`src/design/sdpcp_pkg.sv`:
```
// Shared types and constants for the serial decimal pulse command parser.
package sdpcp_pkg;

   // Line and parse sizing
   localparam int LINE_CHARS = 7;
   localparam int COUNT_W    = $clog2(LINE_CHARS + 1);
   localparam int ACC_W      = 24;
   localparam int PROD_W     = ACC_W + 4;
   localparam logic [ACC_W-1:0] ACC_MAX = {ACC_W{1'b1}};

   // Field and register widths
   localparam int BYTE_W   = 8;
   localparam int LIMIT_W  = 15;
   localparam int TICKS_W  = 16;
   localparam int CSR_IDX_W  = 1;

   // Character codes
   localparam logic [BYTE_W-1:0] NEWLINE_CODE = 8'h0A;
   localparam logic [BYTE_W-1:0] NUL_CODE     = 8'h00;
   localparam logic [BYTE_W-1:0] SPACE_CODE   = 8'h20;
   localparam logic [BYTE_W-1:0] TAB_CODE     = 8'h09;
   localparam logic [BYTE_W-1:0] CR_CODE      = 8'h0D;
   localparam logic [BYTE_W-1:0] PLUS_CODE    = 8'h2B;
   localparam logic [BYTE_W-1:0] MINUS_CODE   = 8'h2D;
   localparam logic [BYTE_W-1:0] ZERO_CODE    = 8'h30;
   localparam logic [BYTE_W-1:0] NINE_CODE    = 8'h39;

   // Register indexes
   localparam logic [CSR_IDX_W-1:0] CSR_MIN_PULSE = 1'b0;
   localparam logic [CSR_IDX_W-1:0] CSR_MAX_PULSE = 1'b1;

   // Limit reset values
   localparam logic [LIMIT_W-1:0] MIN_PULSE_RESET = 15'd1000;
   localparam logic [LIMIT_W-1:0] MAX_PULSE_RESET = 15'd2000;

   typedef enum logic [1:0] {
      PHASE_SKIP   = 2'd0,
      PHASE_DIGITS = 2'd1,
      PHASE_DONE   = 2'd2
   } phase_type;

   typedef struct packed {
      logic                command_accepted;
      logic [TICKS_W-1:0]  pulse_ticks;
   } result_type;

endpackage

```
`src/design/serial_decimal_pulse_command_parser.sv`:
```
// Top level: input register, line parser, result register and limit registers.
//
//  channel  | ports                                      | direction
//  ---------+--------------------------------------------+----------
//  request  | req_valid, req_ready, req_rx_byte          | in
//  response | rsp_valid, rsp_ready, rsp_command_accepted,| out
//           | rsp_pulse_ticks                            |
//  csr      | csr_write_enable, csr_index, csr_wdata     | in
//
// One transaction per cycle sustained while the response is not stalled; a byte
// taken into the input register is parsed into the response register when it
// advances, and its response is offered from there. The parse state update is a
// single pass of short logic.
// Synchronous active-high reset clears parse state, held ticks and loads the
// default limits (1000 / 2000 us). A stalled response holds both registers;
// the request side keeps taking bytes as long as the input register drains.
module serial_decimal_pulse_command_parser (
   input  logic                                clock,
   input  logic                                reset,
   input  logic                                req_valid,
   output logic                                req_ready,
   input  logic [sdpcp_pkg::BYTE_W-1:0]        req_rx_byte,
   output logic                                rsp_valid,
   input  logic                                rsp_ready,
   output logic                                rsp_command_accepted,
   output logic [sdpcp_pkg::TICKS_W-1:0]       rsp_pulse_ticks,
   input  logic                                csr_write_enable,
   input  logic [sdpcp_pkg::CSR_IDX_W-1:0]     csr_index,
   input  logic [sdpcp_pkg::LIMIT_W-1:0]       csr_wdata
);

   logic                           in_valid_ff, in_valid_in;
   logic [sdpcp_pkg::BYTE_W-1:0]   in_byte_ff, in_byte_in;
   logic                           rsp_valid_ff, rsp_valid_in;
   sdpcp_pkg::result_type          rsp_data_ff, rsp_data_in;
   logic [sdpcp_pkg::LIMIT_W-1:0]  min_ff, min_in;
   logic [sdpcp_pkg::LIMIT_W-1:0]  max_ff, max_in;

   logic                           advance;
   sdpcp_pkg::result_type          parse_result;

   // advance: the held byte moves into the response register this cycle
   assign advance   = in_valid_ff && (!rsp_valid_ff || rsp_ready);
   assign req_ready = !in_valid_ff || advance;

   sdpcp_line_parser u_parser (
      .clock        (clock),
      .reset        (reset),
      .advance      (advance),
      .rx_byte      (in_byte_ff),
      .min_pulse_us (min_ff),
      .max_pulse_us (max_ff),
      .result       (parse_result)
   );

   always_comb begin
      in_valid_in = in_valid_ff;
      in_byte_in  = in_byte_ff;
      if (req_valid && req_ready) begin
         in_valid_in = 1'b1;
         in_byte_in  = req_rx_byte;
      end else if (advance) begin
         in_valid_in = 1'b0;
      end

      rsp_valid_in = rsp_valid_ff;
      rsp_data_in  = rsp_data_ff;
      if (advance) begin
         rsp_valid_in = 1'b1;
         rsp_data_in  = parse_result;
      end else if (rsp_ready) begin
         rsp_valid_in = 1'b0;
      end

      min_in = min_ff;
      max_in = max_ff;
      if (csr_write_enable) begin
         case (csr_index)
            sdpcp_pkg::CSR_MIN_PULSE: min_in = csr_wdata;
            sdpcp_pkg::CSR_MAX_PULSE: max_in = csr_wdata;
            default: ;
         endcase
      end
   end

   always_ff @(posedge clock) begin
      if (reset) begin
         in_valid_ff  <= 1'b0;
         rsp_valid_ff <= 1'b0;
         min_ff       <= sdpcp_pkg::MIN_PULSE_RESET;
         max_ff       <= sdpcp_pkg::MAX_PULSE_RESET;
      end else begin
         in_valid_ff  <= in_valid_in;
         rsp_valid_ff <= rsp_valid_in;
         min_ff       <= min_in;
         max_ff       <= max_in;
      end
   end

   // payload registers, no reset needed
   always_ff @(posedge clock) begin
      in_byte_ff  <= in_byte_in;
      rsp_data_ff <= rsp_data_in;
   end

   assign rsp_valid            = rsp_valid_ff;
   assign rsp_command_accepted = rsp_data_ff.command_accepted;
   assign rsp_pulse_ticks      = rsp_data_ff.pulse_ticks;

endmodule

```
`src/design/sdpcp_line_parser.sv`:
```
// Per-byte line parser: running parse state, range check and held timer value.
module sdpcp_line_parser (
   input  logic                              clock,
   input  logic                              reset,
   input  logic                              advance,
   input  logic [sdpcp_pkg::BYTE_W-1:0]      rx_byte,
   input  logic [sdpcp_pkg::LIMIT_W-1:0]     min_pulse_us,
   input  logic [sdpcp_pkg::LIMIT_W-1:0]     max_pulse_us,
   output sdpcp_pkg::result_type             result
);

   logic [sdpcp_pkg::COUNT_W-1:0]  count_ff, count_in;
   logic                           ovf_ff, ovf_in;
   sdpcp_pkg::phase_type           phase_ff, phase_in;
   logic                           neg_ff, neg_in;
   logic [sdpcp_pkg::ACC_W-1:0]    acc_ff, acc_in;
   logic [sdpcp_pkg::TICKS_W-1:0]  ticks_ff, ticks_in;

   logic                           is_digit;
   logic [sdpcp_pkg::PROD_W-1:0]   prod;
   logic [sdpcp_pkg::ACC_W-1:0]    acc_sat;
   logic                           in_range;

   always_comb begin
      is_digit = (rx_byte >= sdpcp_pkg::ZERO_CODE) && (rx_byte <= sdpcp_pkg::NINE_CODE);
      // acc*10 + digit as acc*8 + acc*2 + digit
      prod = {1'b0, acc_ff, 3'b000} + {3'b000, acc_ff, 1'b0}
             + {{(sdpcp_pkg::PROD_W-4){1'b0}}, rx_byte[3:0]};
      acc_sat = (prod > {4'b0000, sdpcp_pkg::ACC_MAX}) ? sdpcp_pkg::ACC_MAX
                                                       : prod[sdpcp_pkg::ACC_W-1:0];
      if (neg_ff) begin
         in_range = (acc_ff == '0) && (min_pulse_us == '0) && (max_pulse_us >= min_pulse_us);
      end else begin
         in_range = (acc_ff >= {{(sdpcp_pkg::ACC_W-sdpcp_pkg::LIMIT_W){1'b0}}, min_pulse_us})
                 && (acc_ff <= {{(sdpcp_pkg::ACC_W-sdpcp_pkg::LIMIT_W){1'b0}}, max_pulse_us});
      end
   end

   always_comb begin
      count_in = count_ff;
      ovf_in   = ovf_ff;
      phase_in = phase_ff;
      neg_in   = neg_ff;
      acc_in   = acc_ff;
      ticks_in = ticks_ff;
      result.command_accepted = 1'b0;
      if (advance) begin
         if (rx_byte == sdpcp_pkg::NEWLINE_CODE) begin
            if (!ovf_ff && in_range) begin
               result.command_accepted = 1'b1;
               ticks_in = {acc_ff[sdpcp_pkg::TICKS_W-2:0], 1'b0};
            end
            ovf_in   = 1'b0;
            count_in = '0;
            phase_in = sdpcp_pkg::PHASE_SKIP;
            neg_in   = 1'b0;
            acc_in   = '0;
         end else if (count_ff >= sdpcp_pkg::COUNT_W'(sdpcp_pkg::LINE_CHARS)) begin
            // line too long: drop byte, mark overflow, start counting again
            ovf_in   = 1'b1;
            count_in = '0;
            phase_in = sdpcp_pkg::PHASE_SKIP;
            neg_in   = 1'b0;
            acc_in   = '0;
         end else begin
            count_in = count_ff + sdpcp_pkg::COUNT_W'(1);
            if (rx_byte == sdpcp_pkg::NUL_CODE) begin
               phase_in = sdpcp_pkg::PHASE_DONE;
            end else if (phase_ff != sdpcp_pkg::PHASE_DONE) begin
               if (is_digit) begin
                  acc_in   = acc_sat;
                  phase_in = sdpcp_pkg::PHASE_DIGITS;
               end else if (phase_ff == sdpcp_pkg::PHASE_SKIP &&
                            (rx_byte inside {sdpcp_pkg::SPACE_CODE,
                                             [sdpcp_pkg::TAB_CODE:sdpcp_pkg::CR_CODE]})) begin
                  phase_in = sdpcp_pkg::PHASE_SKIP;
               end else if (phase_ff == sdpcp_pkg::PHASE_SKIP &&
                            (rx_byte inside {sdpcp_pkg::PLUS_CODE, sdpcp_pkg::MINUS_CODE})) begin
                  neg_in   = (rx_byte == sdpcp_pkg::MINUS_CODE);
                  phase_in = sdpcp_pkg::PHASE_DIGITS;
               end else begin
                  phase_in = sdpcp_pkg::PHASE_DONE;
               end
            end
         end
      end
      result.pulse_ticks = ticks_in;
   end

   always_ff @(posedge clock) begin
      if (reset) begin
         count_ff <= '0;
         ovf_ff   <= 1'b0;
         phase_ff <= sdpcp_pkg::PHASE_SKIP;
         neg_ff   <= 1'b0;
         acc_ff   <= '0;
         ticks_ff <= '0;
      end else begin
         count_ff <= count_in;
         ovf_ff   <= ovf_in;
         phase_ff <= phase_in;
         neg_ff   <= neg_in;
         acc_ff   <= acc_in;
         ticks_ff <= ticks_in;
      end
   end

endmodule
```
`config.mk`:
```
export PLATFORM = sky130hd
export DESIGN_NAME = serial_decimal_pulse_command_parser
export DESIGN_NICKNAME = d
export VERILOG_FILES = /design/src/design/sdpcp_pkg.sv /design/src/design/serial_decimal_pulse_command_parser.sv /design/src/design/sdpcp_line_parser.sv
export SDC_FILE = /design/constraint.sdc
export NUM_CORES = 1
export LEC_CHECK = 0
export BUFFER_PORTS_ARGS = -buffer_cell sky130_fd_sc_hd__buf_2
export CAP_MARGIN = 20
export CELL_PAD_IN_SITES_DETAIL_PLACEMENT = 0
export CELL_PAD_IN_SITES_GLOBAL_PLACEMENT = 2
export CORE_ASPECT_RATIO = 0.75
export CORE_MARGIN = 2
export CORE_UTILIZATION = 36
export CTS_CLUSTER_DIAMETER = 200
export DETAILED_ROUTE_END_ITERATION = 6
export PLACE_DENSITY_LB_ADDON = 0.1
export REMOVE_ABC_BUFFERS = 1
export SLEW_MARGIN = 10
export SYNTH_ARGS = -nofsm -noshare
export SYNTH_HDL_FRONTEND = slang
export SYNTH_HIERARCHICAL = 1
export SYNTH_SLANG_ARGS = --single-unit
```
`constraint.sdc`:
```
create_clock -name clock -period 3 [get_ports clock]
set_input_delay 0.3 -clock clock [delete_from_list [all_inputs] [get_ports clock]]
set_output_delay 0.3 -clock clock [all_outputs]
set_load 0.02 [all_outputs]
```
== Yosys cells after proc, flatten, opt, wreduce, memory -nomap -nowiden ==
Cells that the tools add are included.
Word-level totals
  output and inout bits: 19
  bits in registers: 104
  logic and storage cells: 101
  bits of input ports: 29
Cells by class
  bitwise operators: 1
  reduce and logical (&&, ||, !) cells: 34
  eq/ne operators: 8
  $add $sub $neg: 3
  magnitude comparators: 9
  mux-type cells: 33
Operators by type and width (number)
  24-bit two-way mux: 6
  16-bit two-way mux: 3
  27-bit by 25-bit adder with 28-bit output: 1
  28-bit by 4-bit adder with 28-bit output: 1
  28-bit by 24-bit > comparator with 1-bit output, second input constant: 1
  8-bit by 6-bit equality test with 1-bit output, second input constant: 3
  24-bit by 15-bit >= comparator with 1-bit output: 1
  24-bit by 15-bit <= comparator with 1-bit output: 1
  24-bit zero test: 1
  15-bit >= comparator: 1
  15-bit zero test: 1
  1-bit two-way mux: 15
  2-bit two-way mux: 7
  1-bit logical AND: 10
  2-bit nonzero test: 5
  3-bit nonzero test: 3
  8-bit by 4-bit equality test with 1-bit output, second input constant: 1
  8-bit by 4-bit >= comparator with 1-bit output, second input constant: 1
  8-bit by 6-bit >= comparator with 1-bit output, second input constant: 1
  8-bit by 4-bit <= comparator with 1-bit output, second input constant: 1
  8-bit by 6-bit <= comparator with 1-bit output, second input constant: 1
  8-bit zero test: 1
  2-bit AND reduction: 4
  3-bit two-way mux: 2
  12 further kinds: 16

== Depth between registers and ports, before layout ==
Gate-level depths: netlist of run 1.
  depth in word-level cells: 10
  depth in mapped cells: 12
  gate-level depth less buffers: 11

== By module ==
Netlist of run 1, hierarchy kept.
By module, submodules not included
  sdpcp_line_parser: cells an instance 579, area each 4989.8 sq um, sequential area each 940.9 sq um, times used 1
  serial_decimal_pulse_command_parser: cells an instance 156, area each 2065.7 sq um, sequential area each 1391.3 sq um, times used 1

== Worst setup path before layout of run 1 ==
OpenSTA, ideal clock, no wires.
  kind: register to register
  start: register in_byte_ff[3] (netlist bit)
  end: register u_parser/acc_ff[10] (netlist bit)
  required time: 2.878 ns
  path slack: -0.175 ns
  period minus slack after synthesis: 3.175 ns
  stages on the path, launching flop included: 12
  buffers on the path: 1
  data arrival time: 3.053 ns
  path through: edfxtp_1 > fa_1 > fa_1 > a211o_1 > a21o_1 > nand4_2 > a31o_1 > a211oi_2 > o2bb2ai_2 > a31oi_4 > buf_6 > a221o_1
On the way
  word-level cells in the longest chain between the ends: 8
RTL lines
  start: declaration: line serial_decimal_pulse_command_parser.sv:33  | logic [sdpcp_pkg::BYTE_W-1:0] in_byte_ff, in_byte_in;
  start signal: assignment: line serial_decimal_pulse_command_parser.sv:102  | in_byte_ff <= in_byte_in;
  28-bit by 4-bit adder with 28-bit output: line sdpcp_line_parser.sv:28  | + {{(sdpcp_pkg::PROD_W-4){1'b0}}, rx_byte[3:0]};
  28-bit by 24-bit > comparator with 1-bit output: line sdpcp_line_parser.sv:29  | acc_sat = (prod > {4'b0000, sdpcp_pkg::ACC_MAX}) ? sdpcp_pkg::ACC_MAX
  24-bit two-way mux: line sdpcp_line_parser.sv:29
  24-bit two-way mux: line sdpcp_line_parser.sv:70  | if (is_digit) begin
  24-bit two-way mux: line sdpcp_line_parser.sv:69  | end else if (phase_ff != sdpcp_pkg::PHASE_DONE) begin
  24-bit two-way mux: line sdpcp_line_parser.sv:67  | if (rx_byte == sdpcp_pkg::NUL_CODE) begin
  24-bit two-way mux: line sdpcp_line_parser.sv:58  | end else if (count_ff >= sdpcp_pkg::COUNT_W'(sdpcp_pkg::LINE_CHARS)) begin
  24-bit two-way mux: line sdpcp_line_parser.sv:48  | if (rx_byte == sdpcp_pkg::NEWLINE_CODE) begin
  end signal: assignment: line sdpcp_line_parser.sv:103  | acc_ff <= acc_in;
  end: declaration: line sdpcp_line_parser.sv:16  | logic [sdpcp_pkg::ACC_W-1:0] acc_ff, acc_in;
Parallel ways exist; a longest one is shown, timed or not. The select of a mux whose other input is x is not followed.
A chain may end at the register's enable or synchronous reset.

== Worst setup path in the final report of run 1 ==
  start: register in_byte_ff[3] (netlist bit)
  end: register u_parser/acc_ff[1] (netlist bit)
Same word-level chain as after synthesis.

==> results of run 1 <==
## sequential cells by signal, summed over array words and instances (netlist names)
signal                cells
u_parser/neg_ff           1
rsp_valid                 1
rsp_pulse_ticks          16
u_parser/phase_ff         2
u_parser/acc_ff          24
rsp_command_accepted      1
min_ff                   15
u_parser/ticks_ff        16
in_byte_ff                8
u_parser/ovf_ff           1
u_parser/count_ff         3
max_ff                   15
in_valid_ff               1
## power groups by stage
stage / clock network, W / logic [W] / registers [W]
after floorplan: 0 / 0.000153 / 0.00154
after global placement: 0 / 0.000273 / 0.00154
after detailed placement: 0 / 0.000280 / 0.00154
after CTS: 0.00129 / 0.000287 / 0.00151
after global routing: 0.00135 / 0.000332 / 0.00151
final: 0.00125 / 0.000294 / 0.00151
## cell type report
| type | count | area, um2 |
|---|---|---|
| timing repair buffer | 152 | 1070 |
| fill | 1926 | 10700 |
| multi-input combinational | 559 | 4410 |
| clock buffer | 10 | 229 |
| inverter | 41 | 154 |
| tap | 253 | 317 |
| sequential | 104 | 2330 |
| clock inverter | 6 | 76.3 |
## cells in the final DEF, fill, tap and decap left out, types with 19 or more instances in the layout
cell                       synthesis  final
sky130_fd_sc_hd__a21oi_1          62     60
sky130_fd_sc_hd__a221o_1          24     24
sky130_fd_sc_hd__buf_2             5     47
sky130_fd_sc_hd__buf_4             3     98
sky130_fd_sc_hd__dfxtp_1          79     77
sky130_fd_sc_hd__edfxtp_1         25     25
sky130_fd_sc_hd__ha_1             94     92
sky130_fd_sc_hd__inv_1            41     41
sky130_fd_sc_hd__mux2i_1          23     23
sky130_fd_sc_hd__nand2_1          44     44
sky130_fd_sc_hd__nand2b_1         31     31
sky130_fd_sc_hd__nand3_1          30     30
sky130_fd_sc_hd__nor2_1           39     38
sky130_fd_sc_hd__o21ai_0          23     19
## path summary, 6_finish.rpt
kind                                                      start                         endpoint  slack (ns)  cells after the start
worst min register to register  u_parser/ticks_ff[9]$_SDFF_PP0_  u_parser/ticks_ff[9]$_SDFF_PP0_        0.46                      2
worst max-delay path                    in_byte_ff[3]$_DFFE_PP_  u_parser/acc_ff[1]$_SDFFE_PP0P_       -0.04                     11
worst min-delay path                             req_rx_byte[0]          in_byte_ff[0]$_DFFE_PP_        0.11                      1
worst max register to register          in_byte_ff[3]$_DFFE_PP_  u_parser/acc_ff[1]$_SDFFE_PP0P_       -0.04                     11
## logic make-up after synthesis
group / count (synthesis) / share of synthesized area [%]
AO/OA/AOI/OAI: 202 / 21.2
multiplexers: 23 / 3.26
buffers and inverters: 73 / 6.03
XOR/XNOR: 20 / 2.59
adder cells (fa/ha/maj): 96 / 17.2
AND/OR/NAND/NOR: 217 / 16.6
flip-flops: 104 / 33.1
## layer usage
layer | wire length [um] | part of all wire (%) | track usage (%) | up-vias
met5 | 0 | 0 | 0 | -
met4 | 123 | 0.63 | 3.22 | 0
met3 | 820 | 4.2 | 3.80 | 8
met2 | 7690 | 40 | 27.7 | 86
met1 | 10700 | 55 | 29.4 | 2784
li1 | - | - | - | 3020
## what timing repair did
action | 4_1_cts | 5_1_grt
resized for setup | 10 | 18
hold endpoints to repair | 0 | 0
gates cloned | 1 | 2
hold buffers | 0 | 0
setup buffers | 2 | 0
setup endpoints to repair | 31 | 39
pin swaps | 10 | 8
## worst max-delay path, cell delays in order (launching register included)
cell and delay (ns):
sky130_fd_sc_hd__edfxtp_1 0.41, sky130_fd_sc_hd__fa_1 0.49, sky130_fd_sc_hd__fa_2 0.37, sky130_fd_sc_hd__a211o_1 0.28
sky130_fd_sc_hd__a21o_1 0.18, sky130_fd_sc_hd__nand4_2 0.10, sky130_fd_sc_hd__a31o_1 0.21, sky130_fd_sc_hd__a21o_1 0.15
sky130_fd_sc_hd__o2bb2ai_2 0.14, sky130_fd_sc_hd__a31oi_4 0.16, sky130_fd_sc_hd__buf_6 0.17, sky130_fd_sc_hd__a221o_1 0.26
## through the flow
| stage | TNS [ns] | util (%) |
|---|---|---|
| 2_1_floorplan | -3.79 | - |
| 3_3_place_gp | -4.44 | 42.1 |
| 3_5_place_dp | -6.42 | 42.1 |
| 4_1_cts | -0.687 | 44.1 |
| 5_1_grt | -2.43 | 44.6 |
| 6_report | -0.408 | 44.6 |
==> parameters.txt, run 1 <==
Parameter                              Value

Outcome
  Status ... finished, violations left
  Violated checks ... setup timing

Timing
  Minimum clock period after layout ... 3.04 ns
  Final cycle utilization of the critical path ... 101%
  Transition time at the pin with the least slew margin ... 0.985 ns
  Final Skew ... 0.00998 ns
  Setup repair after global routing missed its margin ... true
  Worst hold slack after final layout ... 0.114 ns
  Final max-slew violation count ... 0
  Worst Setup Slack, final ... -0.0374 ns
  Maximum clock frequency ... about 330 MHz
  Worst slew margin ... 34.2%
  Final setup violation count ... 22
  Final hold violation count ... 0

Floorplanning
  Floorplan row count ... 44
  Starting density of the core ... between 30% and 40%
  IO Pins ... between 40 and 50
  Placeable core region ... about 19000 um2
  Die X ... 166 um
  Total Die Area ... 20700 um2
  Die outline height ... between 100 and 150 um

Cells and area
  Area of all placed cells without fillers ... 8590 um2
  Count of nets after finishing ... a little under 1k
  Count of antenna diodes in the layout ... 0
  Layout cell share with drive strength beyond 1 ... 26.4%
  Post-synthesis to final-layout area growth ... 21.8%
  Count of non-filler cells in the finished layout ... 1125

Route
  Total vias in the final route ... 5898
  DR iter-0 viols ... roughly 280
  DRC viols ... 0
  Via-per-instance ratio ... 5.24
  WL per Instance ... 17.2 um
  Final wirelength ... just under 20 mm
  1st-pass router iterations ... 5
  Count of antenna-violating nets left after detailed routing ... 0

Synth
  Ys async rst share ... 0%
  Avg Synthesized Cell Area ... ~9.6 um2
  Netlist Area Pre-Place ... a little over 7000 um2
  YS warnings ... 6
  Largest area contributor in the netlist ... sky130_fd_sc_hd__dfxtp_1
  Share of Yosys cell area claimed by the top area cell type ... 22.4%
  Leading post-synthesis cells by cell area ... sky130_fd_sc_hd__dfxtp_1, sky130_fd_sc_hd__ha_1, sky130_fd_sc_hd__edfxtp_1
  Fraction of the yosys area taken by sequential cells ... 33.1%
  Synthesis-stage register bit count ... 104
  Post-synth EDFFs ... 25
  Count of different cell masters after synthesis ... 80
  Post-synthesis cell count ... 735
  Main synth FF type ... sky130_fd_sc_hd__dfxtp_1
  Most frequently used cell type in the post-synthesis netlist ... sky130_fd_sc_hd__ha_1
  Most frequent cells after synthesis ... sky130_fd_sc_hd__ha_1, sky130_fd_sc_hd__dfxtp_1, sky130_fd_sc_hd__a21oi_1, sky130_fd_sc_hd__nand2_1, sky130_fd_sc_hd__inv_1

Pwr
  Clock share of power ... roughly two fifths
  Part of the total power dissipated in combinational logic ... 9.6%
  Sequential cell fraction of total power ... about half
  Net Sw Frac ... 26.0%
  Total power divided by cell area ... 355 nW/um2
  Net switching power figure ... between 0.0007 and 0.0008 W
  Design internal power ... 0.00226 W
  Leak pwr ... between 4 and 5 nW
  Power Total ... 0.00305 W
  Maximum resistive drop on vdd ... between 0.2 and 0.25 mV

Worst setup path
  CP startpoint kind ... register
  Largest driver fanout on the critical path ... 7
  Path type of the worst setup path ... register to register
  Element type at the critical path end ... register
  CP required ... 3.24 ns
  Crit path DAT ... ~3.3 ns

Placed design
  Detail Placement HPWL ... about 15 mm
  Placed standard-cell area ... 8110 um2
  Worst-case setup slack after placement ... -0.283 ns
  Placed Cells incl. Taps ... roughly 1.1k
  IO buf count ... 47
  Placer's final routability congestion estimate ... 0.848

Global routing
  Vias in the first global route ... 5891
  Number of antenna violations at the first check in global routing ... 0
  Wire length of the first global-routing pass ... 31.8 mm
  Total global routing track utilization ... 19.1%
  Total congestion overflow ... 0
  Maximum number of pins on one net before global-route repair ... about 70

Min path
  Kind of path behind the tightest hold check ... input port to register

CTS
  Number of clock buffers inserted by TritonCTS ... 9
  Root cell of the clock tree ... sky130_fd_sc_hd__clkbuf_16
  Clk slew on worst S/H paths ... 0.07 ns
  Number of sinks on the clock net ... 104
  Count of H-tree levels built during CTS ... 3
  Clock network latency to the later pin of the worst-skew pair ... 0.36 ns
  Clock buffer depth ... 2
  Clock tree from TritonCTS ... built

Run
  Max-capacitance violation count ... 0
Power figures use the tool's default switching activity.
==> run 2: changes to the inputs <==
--- a/config.mk
+++ b/config.mk
@@ -10,11 +10,10 @@
 export CELL_PAD_IN_SITES_DETAIL_PLACEMENT = 0
 export CELL_PAD_IN_SITES_GLOBAL_PLACEMENT = 2
 export CORE_ASPECT_RATIO = 0.75
-export CORE_MARGIN = 2
 export CORE_UTILIZATION = 36
 export CTS_CLUSTER_DIAMETER = 200
 export DETAILED_ROUTE_END_ITERATION = 6
-export PLACE_DENSITY_LB_ADDON = 0.1
+export PLACE_DENSITY = 0.88
 export REMOVE_ABC_BUFFERS = 1
 export SLEW_MARGIN = 10
 export SYNTH_ARGS = -nofsm -noshare
==> parameters.txt, run 2 (same netlist as run 1, synthesis figures left out) <==
Parameter                              Value

Worst setup path
  Most repeated library cell on the critical path ... sky130_fd_sc_hd__a21o_1
  FF-to-FF path depth ... 11
  Element type at the critical path end ... register
  CP max stage cell ... sky130_fd_sc_hd__fa_1
  Largest driver fanout on the critical path ... 7
  Critical R2R Capture ... u_parser/acc_ff[11]$_SDFFE_PP0P_
  Start point of the critical path ... in_byte_ff[3]$_DFFE_PP_
  Path type of the worst setup path ... register to register
  Launching point of the worst reg2reg path ... in_byte_ff[3]$_DFFE_PP_
  Worst-path cell chain ... fa_1 > fa_2 > a211o_1 > a21o_1 > nand4_4 > a31o_4 > a21o_1 > o2bb2ai_2 > a31oi_4 > buf_6 > a221o_1
  CP required ... roughly 3.3 ns
  CP peak stage delay ... 0.50 ns
  Register-to-register setup slack ... 0.03 ns
  CP startpoint kind ... register
  Crit path DAT ... 3.21 ns

Route
  Via-per-instance ratio ... roughly 5.3
  1st-pass router iterations ... 5
  Final wirelength ... 17.9 mm
  DRC viols ... 0
  Total vias in the final route ... 5826
  WL per Instance ... 16.3 um
  DR iter-0 viols ... between 400 and 500
  Count of antenna-violating nets left after detailed routing ... 0

Pwr
  Total power divided by cell area ... about 360 nW/um2
  Leak pwr ... roughly 4 nW
  Maximum resistive drop on vdd ... 0.257 mV
  Power Total ... 0.00298 W

Cells and area
  Leading cell types in the layout, fill and taps excluded ... sky130_fd_sc_hd__ha_1, sky130_fd_sc_hd__buf_4, sky130_fd_sc_hd__dfxtp_1
  Count of nets after finishing ... just under 1k
  Most flop-heavy register ... u_parser/acc_ff
  Count of non-filler cells in the finished layout ... 1095
  Post-synthesis to final-layout area growth ... 18.9%
  Core occupancy in the finished layout ... 44.6%
  Count of antenna diodes in the layout ... 0
  Number of flip-flops under the largest register name ... 24
  Layout cell share with drive strength beyond 1 ... roughly 25%
  Commonest non-fill, non-tap cell in the layout ... sky130_fd_sc_hd__ha_1

CTS
  Number of sinks on the clock net ... 104
  Number of clock buffers inserted by TritonCTS ... 9
  Clock network latency to the later pin of the worst-skew pair ... 0.37 ns
  Root cell of the clock tree ... sky130_fd_sc_hd__clkbuf_16
  Count of H-tree levels built during CTS ... 3
  Clk slew on worst S/H paths ... 0.08 ns
  Clock buffer depth ... 2
  Clock tree from TritonCTS ... built

Min path
  Hold Path Depth ... 1
  Worst min-delay path endpoint ... in_byte_ff[7]$_DFFE_PP_
  Launch point of the worst hold path ... req_rx_byte[7]
  Kind of path behind the tightest hold check ... input port to register

Floorplanning
  Total Die Area ... between 20000 and 25000 um2
  Starting density of the core ... around 37%
  IO Pins ... 48
  Die outline height ... 123 um
  Placeable core region ... 18800 um2
  Die X ... 164 um
  Floorplan row count ... 43

Placed design
  Detail Placement HPWL ... 13.9 mm
  Placer's final routability congestion estimate ... 0.844
  IO buf count ... 47
  Placed Cells incl. Taps ... 1074

Global routing
  Total congestion overflow ... 0
  Number of antenna violations at the first check in global routing ... 0
  Wire length of the first global-routing pass ... ~29 mm
  Maximum number of pins on one net before global-route repair ... 54
  Vias in the first global route ... 5467
  Total global routing track utilization ... between 10% and 20%

Timing
  Final max-slew violation count ... 0
  Worst slew margin ... 39.2%
  Minimum clock period after layout ... slightly below 3 ns
  Final sum of negative setup slack ... 0 ns
  Transition time at the pin with the least slew margin ... 0.911 ns
  Final setup violation count ... 0
  Final hold violation count ... 0
  Setup repair after global routing missed its margin ... true
  Final Skew ... 0.00981 ns
  Maximum clock frequency ... 337 MHz
  Final cycle utilization of the critical path ... 98.9%
  Worst hold slack after final layout ... ~0.11 ns

Run
  Max-capacitance violation count ... 0

Outcome
  Status ... completed
-- run 2: changes by cell type in the layout (fill, tap and decap cells not counted), sizes merged --
cell,change
clkbuf,-2
o32a,-1
bufinv,-1
inv,-1
buf,-22
clkinv,+4
clkinvlp,-1
-- run 2: routing by layer --
metal	part of all wire, %	GRT usage [%]	routed length, um
met1	56	29.7	10000
met2	38	25.4	6720
met3	5.2	3.49	936
met4	1.0	3.99	184
met5	0	0	0
-- run 2: metrics by stage --
step                      instance area [um2]  setup slack, ns
after global routing                     8390          -0.0938
after CTS                                8310          -0.0150
after floorplan                          6780           -0.158
after detailed placement                 7920           -0.246
after global placement                   7920           -0.180
final                                    8390           0.0345
-- run 2: how the worst max path moves through the flow --
stage,end,cells past startpoint,slack (ns)
floorplan,u_parser/acc_ff[0]$_SDFFE_PP0P_,10,-0.16
global placement,u_parser/acc_ff[5]$_SDFFE_PP0P_,11,-0.18
detailed placement,u_parser/acc_ff[20]$_SDFFE_PP0P_,11,-0.25
CTS,u_parser/acc_ff[23]$_SDFFE_PP0P_,11,-0.02
global route,u_parser/acc_ff[13]$_SDFFE_PP0P_,11,-0.09
finish,u_parser/acc_ff[11]$_SDFFE_PP0P_,11,0.03
-- run 2: critical path, delay by kind of cell (launching register included) --
family,cells,cell delay (ns)
simple gates,1,0.10
compound gates,7,1.31
buf+inv,1,0.16
flops,1,0.41
fa+ha+maj,2,0.87
-- run 2: final cells by class --
class / count / area [um2]
multi-input cells: 558 / 4410
repair buffers: 129 / 875
clock buffers: 9 / 225
inverters: 41 / 154
clock inverters: 7 / 82.6
well taps: 247 / 309
flip-flops and latches: 104 / 2330
fillers: 1839 / 10400
-- run 2: report_power, final --
part	total [W]	internal, W	leakage [nW]	switching, W
clock	0.00121	0.000593	0.145	0.000617
sequential	0.00151	0.00147	0.884	0.0000325
combinational	0.000269	0.000114	2.88	0.000155
total	0.00298	0.00218	3.91	0.000805
-- run 2: what timing repair did --
action,4_1_cts,5_1_grt
hold buffers,0,0
buffers inserted,4,1
pin swaps,15,4
resized for setup,10,20
endpoints found under the setup margin,25,27
==> run 3: changes to the inputs <==
--- a/config.mk
+++ b/config.mk
@@ -10,13 +10,12 @@
 export CELL_PAD_IN_SITES_DETAIL_PLACEMENT = 0
 export CELL_PAD_IN_SITES_GLOBAL_PLACEMENT = 2
 export CORE_ASPECT_RATIO = 0.75
-export CORE_UTILIZATION = 36
+export CORE_UTILIZATION = 35
 export CTS_CLUSTER_DIAMETER = 200
 export DETAILED_ROUTE_END_ITERATION = 6
-export PLACE_DENSITY = 0.88
+export PLACE_DENSITY = 0.87
 export REMOVE_ABC_BUFFERS = 1
 export SLEW_MARGIN = 10
 export SYNTH_ARGS = -nofsm -noshare
 export SYNTH_HDL_FRONTEND = slang
-export SYNTH_HIERARCHICAL = 1
 export SYNTH_SLANG_ARGS = --single-unit
==> parameters.txt, run 3 <==
Parameter                              Value

Cells and area
  Count of nets after finishing ... 970
  Leading cell types in the layout, fill and taps excluded ... sky130_fd_sc_hd__ha_1, sky130_fd_sc_hd__nand2_1, sky130_fd_sc_hd__buf_4
  Count of non-filler cells in the finished layout ... 1097
  Most flop-heavy register ... u_parser.acc_ff
  Post-synthesis to final-layout area growth ... 24.3%
  Number of flip-flops under the largest register name ... 24
  Count of antenna diodes in the layout ... 0
  Commonest non-fill, non-tap cell in the layout ... sky130_fd_sc_hd__ha_1
  Layout cell share with drive strength beyond 1 ... between 20% and 30%

CTS
  Count of H-tree levels built during CTS ... 3
  Root cell of the clock tree ... sky130_fd_sc_hd__clkbuf_16
  Number of sinks on the clock net ... 104
  Number of clock buffers inserted by TritonCTS ... 9
  Clk slew on worst S/H paths ... 0.07 ns
  Clock buffer depth ... 2
  Clock tree from TritonCTS ... built
  Clock network latency to the later pin of the worst-skew pair ... 0.36 ns
  Number of hold buffers added after cts ... 0

Worst setup path
  Crit path DAT ... 3.35 ns
  Largest driver fanout on the critical path ... 5
  CP startpoint kind ... register
  Launching point of the worst reg2reg path ... in_byte_ff[3]$_DFFE_PP_
  Element type at the critical path end ... register
  Worst-path cell chain ... fa_2 > fa_2 > a211oi_2 > o21ai_2 > a21boi_2 > or4_4 > nand4b_4 > mux2i_4 > o31ai_4 > buf_6 > buf_6 > o211ai_1
  Family of cells with the greatest summed delay on the critical path ... adder cells
  CP max stage cell ... sky130_fd_sc_hd__fa_2
  CP required ... 3.23 ns
  Start point of the critical path ... in_byte_ff[3]$_DFFE_PP_
  Worst path bufs/invs ... 2
  Path type of the worst setup path ... register to register
  CP peak stage delay ... 0.59 ns

Timing
  Final cycle utilization of the critical path ... 104%
  Final Skew ... 0.0132 ns
  Setup repair after global routing missed its margin ... true
  Maximum clock frequency ... ~320 MHz
  Final setup violation count ... 23
  Final max-slew violation count ... 0
  Worst slew margin ... 54.3%
  Final hold violation count ... 0
  Final sum of negative setup slack ... -2.30 ns
  Transition time at the pin with the least slew margin ... slightly below 0.7 ns
  Minimum clock period after layout ... 3.12 ns
  Worst Setup Slack, final ... -0.122 ns

Route
  DR iter-0 viols ... 261
  1st-pass router iterations ... 5
  DRC viols ... 0
  Final wirelength ... about 18 mm
  Via-per-instance ratio ... 5.11
  Total vias in the final route ... ~5.6k
  Count of antenna-violating nets left after detailed routing ... 0
  WL per Instance ... approximately 16 um

Floorplanning
  Floorplan row count ... between 40 and 50
  Starting density of the core ... 35.8%
  Placeable core region ... 18600 um2
  Total Die Area ... 19600 um2
  Die outline height ... 121 um
  Die X ... 161 um
  IO Pins ... between 40 and 50

Min path
  Launch point of the worst hold path ... req_rx_byte[6]
  Kind of path behind the tightest hold check ... input port to register

Synth
  Simple logic cell fraction of the synthesized area ... 18.3%
  Leading post-synthesis cells by cell area ... sky130_fd_sc_hd__dfxtp_1, sky130_fd_sc_hd__ha_1, sky130_fd_sc_hd__edfxtp_1
  Post-synth EDFFs ... 25
  Ys async rst share ... 0%
  Main combinational cell family by area after synthesis ... simple AND/OR/NAND/NOR gates
  YS warnings ... 0
  Netlist Area Pre-Place ... 6650 um2
  Main synth FF type ... sky130_fd_sc_hd__dfxtp_1
  Share of Yosys cell area claimed by the top area cell type ... 23.8%
  Share of the synthesized area in compound gates (AO/OA/AOI/OAI) ... a little under a fifth
  Share of synthesized area spent on multiplexers ... around 3.2%
  Largest area contributor in the netlist ... sky130_fd_sc_hd__dfxtp_1
  Fraction of the mapped netlist area in adder cells ... 18.3%
  Fraction of the yosys area taken by sequential cells ... a little over a third
  Avg Synthesized Cell Area ... 9.17 um2
  Xor/xnor cell area share of the yosys netlist ... 2.90%
  Post-synthesis cell count ... 725
  Synthesis-stage register bit count ... 104
  Most frequent cells after synthesis ... sky130_fd_sc_hd__ha_1, sky130_fd_sc_hd__nand2_1, sky130_fd_sc_hd__dfxtp_1, sky130_fd_sc_hd__a21oi_1, sky130_fd_sc_hd__inv_1
  Count of different cell masters after synthesis ... between 60 and 70

Global routing
  Vias in the first global route ... 5516
  Number of antenna violations at the first check in global routing ... 0
  Maximum number of pins on one net before global-route repair ... 44
  Total global routing track utilization ... between 15 and 20%
  Wire length of the first global-routing pass ... 29.4 mm
  Total congestion overflow ... 0

Run
  Max-capacitance violation count ... 0

Pwr
  Power Total ... 0.00297 W
  Leak pwr ... 3.89 nW
  Maximum resistive drop on vdd ... 0.222 mV
  Total power divided by cell area ... 359 nW/um2

Placed design
  Placed Cells incl. Taps ... 1074
  Detail Placement HPWL ... about 14 mm
  IO buf count ... 47
  Placer's final routability congestion estimate ... 0.841

Outcome
  Status ... finished, violations left
  Violated checks ... setup timing
run 3: cell count changes in the layout (fill, tap and decap cells not counted), sizes merged, moves of 14 or more:
cell    previous run  this run
mux2i             23         1
mux2               0        15
nand2             48        94
a221o             24         0
o21ai             40        26
a22oi              0        22
nand3             31        11
nand2b            31         6
run 3: cells by family (layout without fill, tap and decap cells):
group,after synthesis,in the layout
adders and majority gates,96,96
DFF,104,104
buffers and inverters,66,191
AOI/OAI and AO/OA,179,179
xor gates and xnor gates,22,22
muxes,16,16
and+or+nand+nor,242,242
run 3: path summary, 6_finish.rpt:
| kind | end | slack [ns] | depth (start not counted) |
|---|---|---|---|
| worst max-delay path | u_parser.acc_ff[21]$_SDFFE_PP0P_ | -0.12 | 12 |
| worst min-delay path | in_byte_ff[6]$_DFFE_PP_ | 0.12 | 1 |
| worst max register to register | u_parser.acc_ff[21]$_SDFFE_PP0P_ | -0.12 | 12 |
| worst min register to register | min_ff[4]$_SDFFE_PP0P_ | 0.48 | 2 |
run 3: layout make-up:
class / count / area (um2)
Fill cell: 1825 / 10300
Multi-Input combinational cell: 555 / 4220
Sequential cell: 104 / 2330
Timing Repair Buffer: 138 / 958
Tap cell: 247 / 309
Clock buffer: 10 / 239
Inverter: 37 / 139
Clock inverter: 6 / 62.6
run 3: what timing repair did:
action | CTS | global route
setup buffers | 5 | 0
gates cloned | 2 | 0
hold endpoints to repair | 0 | 0
pin swaps | 15 | 3
setup endpoints to repair | 24 | 42
gates resized for setup | 24 | 20
run 3: layer usage:
| layer | part of all wire [%] | up-vias | GRT usage, % | wire length (um) |
|---|---|---|---|---|
| li1 | - | 2879 | - | - |
| met1 | 55 | 2610 | 29.9 | 9810 |
| met2 | 40 | 105 | 27.4 | 7090 |
| met3 | 3.4 | 15 | 2.84 | 599 |
| met4 | 1.2 | 0 | 4.95 | 211 |
| met5 | 0 | - | 0 | 0 |
run 3: report_power, final:
part / total (W) / internal (W) / switching [W] / leakage, nW
clock network: 0.00120 / 0.000609 / 0.000591 / 0.148
logic: 0.000263 / 0.000104 / 0.000159 / 2.85
registers: 0.00150 / 0.00147 / 0.0000295 / 0.882
total: 0.00297 / 0.00219 / 0.000780 / 3.89
run 3: through the flow:
step                      setup slack, ns  utilization, %  hold slack, ns  area [um2]
after floorplan                    -0.399               -           0.369        6520
after global placement             -0.221            41.5           0.470        7710
after detailed placement           -0.360            41.5           0.470        7710
after CTS                         -0.0963            44.1           0.107        8180
after global routing               -0.314            44.5           0.103        8260
final                              -0.122            44.5           0.120        8260
